File: config.mk
export PLATFORM = sky130hd
export DESIGN_NAME = csim_div
export DESIGN_NICKNAME = d
export VERILOG_FILES = /design/src/rtl/core/csim_pkg.sv /design/src/rtl/core/csim_div.sv
export SDC_FILE = /design/constraint.sdc
export NUM_CORES = 1
export LEC_CHECK = 0
export ABC_AREA = 1
export BUFFER_PORTS_ARGS = -buffer_cell sky130_fd_sc_hd__buf_4
export CORE_MARGIN = 1.5
export CORE_UTILIZATION = 56
export DETAILED_ROUTE_END_ITERATION = 7
export HOLD_SLACK_MARGIN = 0.1
export PLACE_DENSITY = 0.85
export SLEW_MARGIN = 20
export SYNTH_ARGS = -nofsm -noshare
export SYNTH_HDL_FRONTEND = slang
export SYNTH_SLANG_ARGS = --single-unit
export TNS_END_PERCENT = 10
File: constraint.sdc
create_clock -name i_clk -period 2.87 [get_ports i_clk]
set_input_delay 0.1435 -clock i_clk [delete_from_list [all_inputs] [get_ports i_clk]]
set_output_delay 0.1435 -clock i_clk [all_outputs]
set_load 0.1 [all_outputs]
File: src/rtl/core/csim_pkg.sv
// ----------------------------------------------------------------------------
// Co-clustering similarity package
// Request and response types, register indexes and fixed-point constants.
// ----------------------------------------------------------------------------
package csim_pkg;

    // Configuration port
    localparam int CFG_IDX_W  = 1;
    localparam int CFG_DATA_W = 9;
    localparam logic [CFG_IDX_W-1:0] CFG_ITERS  = 1'b0;
    localparam logic [CFG_IDX_W-1:0] CFG_POINTS = 1'b1;

    // Register widths and reset values
    localparam int ITERS_W  = 9;
    localparam int POINTS_W = 7;
    localparam logic [ITERS_W-1:0]  ITERS_RESET  = 9'd256;
    localparam logic [POINTS_W-1:0] POINTS_RESET = 7'd64;

    // Request function codes
    localparam logic FUNC_LOAD  = 1'b0;
    localparam logic FUNC_QUERY = 1'b1;

    // Result widths; similarity is unsigned 1.16 fixed point
    localparam int COUNT_W = 9;
    localparam int SIM_W   = 17;
    localparam logic [SIM_W-1:0] SIM_ONE = 17'd65536;
    localparam int STEP_W  = $clog2(SIM_W);

    typedef struct packed {
        logic       func;
        logic [5:0] point_a;
        logic [5:0] point_b;
        logic [7:0] iteration;
        logic [7:0] label;
    } t_in_req;

    typedef struct packed {
        logic [COUNT_W-1:0] match_count;
        logic [SIM_W-1:0]   similarity;
        logic               index_error;
    } t_out_rsp;

    // Divider status towards the sequencer
    typedef struct packed {
        logic busy;
        logic done;
    } t_div_stat;

endpackage

File: src/rtl/core/csim_div.sv
// ----------------------------------------------------------------------------
// Fraction divider
// Restoring divider giving floor(dividend * 65536 / divisor) for a dividend
// no larger than the divisor, one quotient bit per cycle, 17 bits in all.
// ----------------------------------------------------------------------------
module csim_div
    import csim_pkg::*;
#(
    parameter int W = 9
) (
    input  logic             i_clk,
    input  logic             i_rst_n,
    input  logic             i_start,
    input  logic [W-1:0]     i_dividend,
    input  logic [W-1:0]     i_divisor,
    output t_div_stat        o_stat,
    output logic [SIM_W-1:0] o_quotient
);

    logic [W-1:0]      r_rem;
    logic [W-1:0]      r_div;
    logic [SIM_W-1:0]  r_quo;
    logic [STEP_W-1:0] r_step;
    logic              r_busy;
    logic              r_done;

    logic [W:0] trial;
    logic       ge;
    logic [W:0] diff;

    // Shared compare and subtract: the first step takes the dividend as it
    // stands (integer bit), later steps double the partial remainder.
    always_comb begin
        trial = (r_step == '0) ? {1'b0, r_rem} : {r_rem, 1'b0};
        ge    = (trial >= {1'b0, r_div});
        diff  = ge ? (trial - {1'b0, r_div}) : trial;
    end

    // Step sequencing.
    always_ff @(posedge i_clk) begin
        if (!i_rst_n) begin
            r_busy <= 1'b0;
            r_done <= 1'b0;
            r_step <= '0;
        end else begin
            r_done <= 1'b0;
            if (i_start) begin
                r_rem  <= i_dividend;
                r_div  <= i_divisor;
                r_quo  <= '0;
                r_step <= '0;
                r_busy <= 1'b1;
            end else if (r_busy) begin
                r_rem <= W'(diff);
                r_quo <= {r_quo[SIM_W-2:0], ge};
                if (r_step == STEP_W'(SIM_W - 1)) begin
                    r_busy <= 1'b0;
                    r_done <= 1'b1;
                end else begin
                    r_step <= r_step + 1'b1;
                end
            end
        end
    end

    assign o_stat.busy = r_busy;
    assign o_stat.done = r_done;
    assign o_quotient  = r_quo;

endmodule

==> flow_results.xml <==
<?xml version="1.0" encoding="UTF-8"?>
<metrics>
  <group name="outcome">
    <metric name="outcome" unit="">finished clean</metric>
  </group>
  <group name="routing">
    <metric name="wl_per_cell" unit="µm">13.4</metric>
    <metric name="drt-initial-drc-count" unit="">249</metric>
    <metric name="detail_route.drc_violations" unit="">0</metric>
    <metric name="routed_wl" unit="mm">5.18</metric>
    <metric name="vias_per_cell" unit="">5.23</metric>
    <metric name="firstDrtPassIters" unit="">4</metric>
    <metric name="ant_nets" unit="">0</metric>
    <metric name="detailroute.via_count" unit="">2019</metric>
  </group>
  <group name="final_layout">
    <metric name="area.sequential" unit="µm²">1190</metric>
    <metric name="final_net_count" unit="">368</metric>
    <metric name="final_cells" unit="">386</metric>
    <metric name="drive_gt1_share" unit="%">19.3</metric>
    <metric name="final_util" unit="%">72.8</metric>
    <metric name="multiInputGateArea" unit="µm²">948</metric>
    <metric name="n_diodes" unit="">0</metric>
    <metric name="filler_cell_count" unit="">292</metric>
    <metric name="area_growth_syn_to_layout" unit="%">23.8</metric>
  </group>
  <group name="yosys">
    <metric name="post_synth.cell_area_avg" unit="µm²">8.55</metric>
    <metric name="ys_seq_area_share" unit="%">49.9</metric>
    <metric name="syn-instance-count" unit="">279</metric>
    <metric name="yosysWarningCount" unit="">0</metric>
    <metric name="synth.cell_area" unit="µm²">2380</metric>
    <metric name="netlist-cell-type-count" unit="">31</metric>
    <metric name="synth_fp_nets" unit="">312</metric>
    <metric name="postSynthRegisterBits" unit="">42</metric>
  </group>
  <group name="cts">
    <metric name="clock_tree.htree_level_count" unit="">2</metric>
    <metric name="clock_insertion_delay_worst_skew" unit="ns">0.31</metric>
    <metric name="clockBufferDepth" unit="">2</metric>
    <metric name="cts_num_sinks" unit="">42</metric>
    <metric name="cts_inserted_buffers" unit="">5</metric>
    <metric name="cts_root_buffer" unit="">clkbuf_8</metric>
    <metric name="worst_setup_hold_path_clk_slew" unit="ns">0.09</metric>
    <metric name="tritoncts" unit="">built</metric>
  </group>
  <group name="placed_design">
    <metric name="port_buffers" unit="">39</metric>
    <metric name="hpwlAfterDp" unit="mm">3.52</metric>
    <metric name="dp_cells" unit="">364</metric>
    <metric name="gp_routability_congestion" unit="">0.931</metric>
  </group>
  <group name="floorplan">
    <metric name="die_width" unit="µm">68.3</metric>
    <metric name="num_rows" unit="">23</metric>
    <metric name="design.die.area" unit="µm²">4660</metric>
    <metric name="core-area" unit="µm²">4060</metric>
    <metric name="fp.dieH" unit="µm">68.3</metric>
    <metric name="pin_count" unit="">40</metric>
    <metric name="floorplan.initialDensity" unit="%">58.8</metric>
  </group>
  <group name="global_routing">
    <metric name="globalRouteTotalUtil" unit="%">22.5</metric>
    <metric name="grt_max_degree" unit="">29</metric>
    <metric name="grt_first_pass_wirelength" unit="mm">7.58</metric>
    <metric name="grt_pass1_vias" unit="">1721</metric>
    <metric name="global_route_total_overflow" unit="">0</metric>
    <metric name="number_of_antenna_violations_at_the_first_check_in_global_routing" unit="">0</metric>
  </group>
  <group name="power">
    <metric name="power_per_cell_area" unit="nW/µm²">570</metric>
    <metric name="reported_leakage_power" unit="nW">1.46</metric>
    <metric name="peakVddDrop" unit="µV">383</metric>
  </group>
  <group name="timing">
    <metric name="rsz0062_at_grt" unit="">false</metric>
    <metric name="timing_worst_slew_pin_value" unit="ns">0.540</metric>
    <metric name="report.final.slew_viol_count" unit="">0</metric>
    <metric name="min_period_over_period" unit="%">93.3</metric>
    <metric name="totalNegativeSetupSlack" unit="ns">0</metric>
    <metric name="skew" unit="ns">0.0106</metric>
    <metric name="clock.fmax" unit="MHz">373</metric>
    <metric name="final.min_clock_period" unit="ns">2.68</metric>
    <metric name="slew_headroom" unit="%">64.0</metric>
    <metric name="final-setup-viol-count" unit="">0</metric>
    <metric name="timing_hold_violations_final" unit="">0</metric>
  </group>
  <group name="setup_path">
    <metric name="data_required_time_at_the_worst_endpoint" unit="ns">2.94</metric>
    <metric name="critPathKind" unit="">reg2reg</metric>
    <metric name="critPathMaxFanout" unit="">8</metric>
    <metric name="setup.worst_path.end_class" unit="">register</metric>
    <metric name="worst_r2r_path_depth" unit="">17</metric>
    <metric name="cp-start-kind" unit="">register</metric>
    <metric name="cp.arrival" unit="ns">2.75</metric>
  </group>
  <group name="hold_path">
    <metric name="worstHoldPathCells" unit="">3</metric>
    <metric name="worst_hold_path_type" unit="">in2reg</metric>
  </group>
  <group name="job">
    <metric name="cap_violations" unit="">0</metric>
  </group>
</metrics>
-- logic make-up (layout without fill, tap and decap cells) --
logic type	after synthesis	after routing	synth area share, %
compound gates	21	21	5.72
flops	42	42	49.9
simple gates	133	134	25.2
fa+ha+maj	12	12	6.61
buf+inv	68	124	11.4
xor+xnor	3	3	1.10
-- critical path: stages (launching register included) --
cell and delay (ns):
dfxtp_1 0.34, inv_1 0.08, ha_2 0.24, nand3_4 0.13, inv_1 0.08, nand2_1 0.08
ha_1 0.21, fa_1 0.40, inv_1 0.07, nand2_1 0.06, nand2_1 0.09, nand2_1 0.09
nor2_1 0.18, o21ai_0 0.14, nand2_1 0.08, nand2_1 0.05, nand3_1 0.08, nand2_1 0.05
-- Yosys cell counts --
cell type	n	area (µm²)
nand2_1	68	255
inv_1	60	225
edfxtp_1	35	1050
nor2_1	28	105
nand3_1	14	70.1
ha_1	11	138
o21a_1	10	75.1
nand4_1	8	50.1
a21oi_1	7	35.0
dfxtp_1	7	140
nand3_2	3	30.0
nand3b_1	3	22.5
nor3_1	3	15.0
buf_1	2	7.51
buf_4	2	15.0
o21ai_0	2	10.0
xor2_1	2	17.5
a211oi_1	1	7.51
a21oi_2	1	8.76
buf_2	1	5.00
buf_6	1	11.3
clkbuf_1	1	3.75
clkinv_1	1	3.75
fa_1	1	20.0
nand2_2	1	6.26
nand2_4	1	11.3
nand3_4	1	17.5
nor2_2	1	6.26
nor4_1	1	6.26
or2_1	1	6.26
xnor2_1	1	8.76
-- worst paths after layout --
kind                 startpoint        to  slack [ns]
hold reg to reg          r_busy    r_done        0.51
setup / recovery      r_step[0]  r_rem[6]        0.19
hold / removal    i_dividend[4]  r_rem[4]        0.10
setup reg to reg      r_step[0]  r_rem[6]        0.19
-- repair_timing --
item,in CTS,in global routing
endpoints found under the setup margin,0,10
setup buffers,0,4
resized for setup,0,3
endpoints found under the hold margin,9,0
hold buffers,9,0
-- report_power, final --
part | switching, W | leakage (nW) | internal [W]
clock network | 0.000219 | 0.0452 | 0.000172
registers | 0.0000204 | 0.395 | 0.000713
logic | 0.000371 | 1.02 | 0.000190
-- through the flow --
step	area [µm²]	hold WS (ns)	total power [W]	setup WS, ns
final	2950	0.103	0.00168	0.191
after global routing	2950	0.103	0.00176	0.00408
after CTS	2900	0.105	0.00167	0.0445
after detailed placement	2720	0.323	0.00127	0.0882
after global placement	2720	0.322	0.00126	0.161
after floorplan	2380	0.242	0.00115	0.366
-- cells in the final DEF, fill, tap and decap left out, types with 2 or more instances in the layout --
cell type / n
nor3_1: 3
ha_1: 9
dlygate4sd3_1: 9
a21oi_2: 2
nand3_4: 2
a21oi_1: 6
o21ai_0: 2
nand3b_1: 3
nand3_2: 3
nand2_1: 68
ha_2: 2
inv_1: 60
xor2_1: 2
o21a_1: 10
edfxtp_1: 35
clkbuf_8: 5
nand4_1: 8
buf_4: 46
nand3_1: 14
nor2_1: 28
dfxtp_1: 7
-- registers in the layout (all words and copies together) (netlist names) --
signal / count
r_busy: 1
r_step: 5
o_quotient: 17
r_rem: 9
r_done: 1
r_div: 9
-- cell type report --
type | instances | share of cell area [%]
multi-input cells | 170 | 32.1
clock buffers | 6 | 2.46
clock inverters | 2 | 0.466
flip-flops and latches | 42 | 40.3
well taps | 50 | 2.12
inverters | 61 | 7.75
repair buffers | 55 | 14.7
-- layer usage --
metal | vias up | wire length, µm | global-route usage [%]
li1 | 1006 | - | -
met1 | 927 | 2210 | 28.0
met2 | 76 | 2580 | 37.9
met3 | 10 | 311 | 5.59
met4 | 0 | 74 | 8.25
met5 | - | 0 | 0
Note: power is estimated with default switching activity, not from simulation.
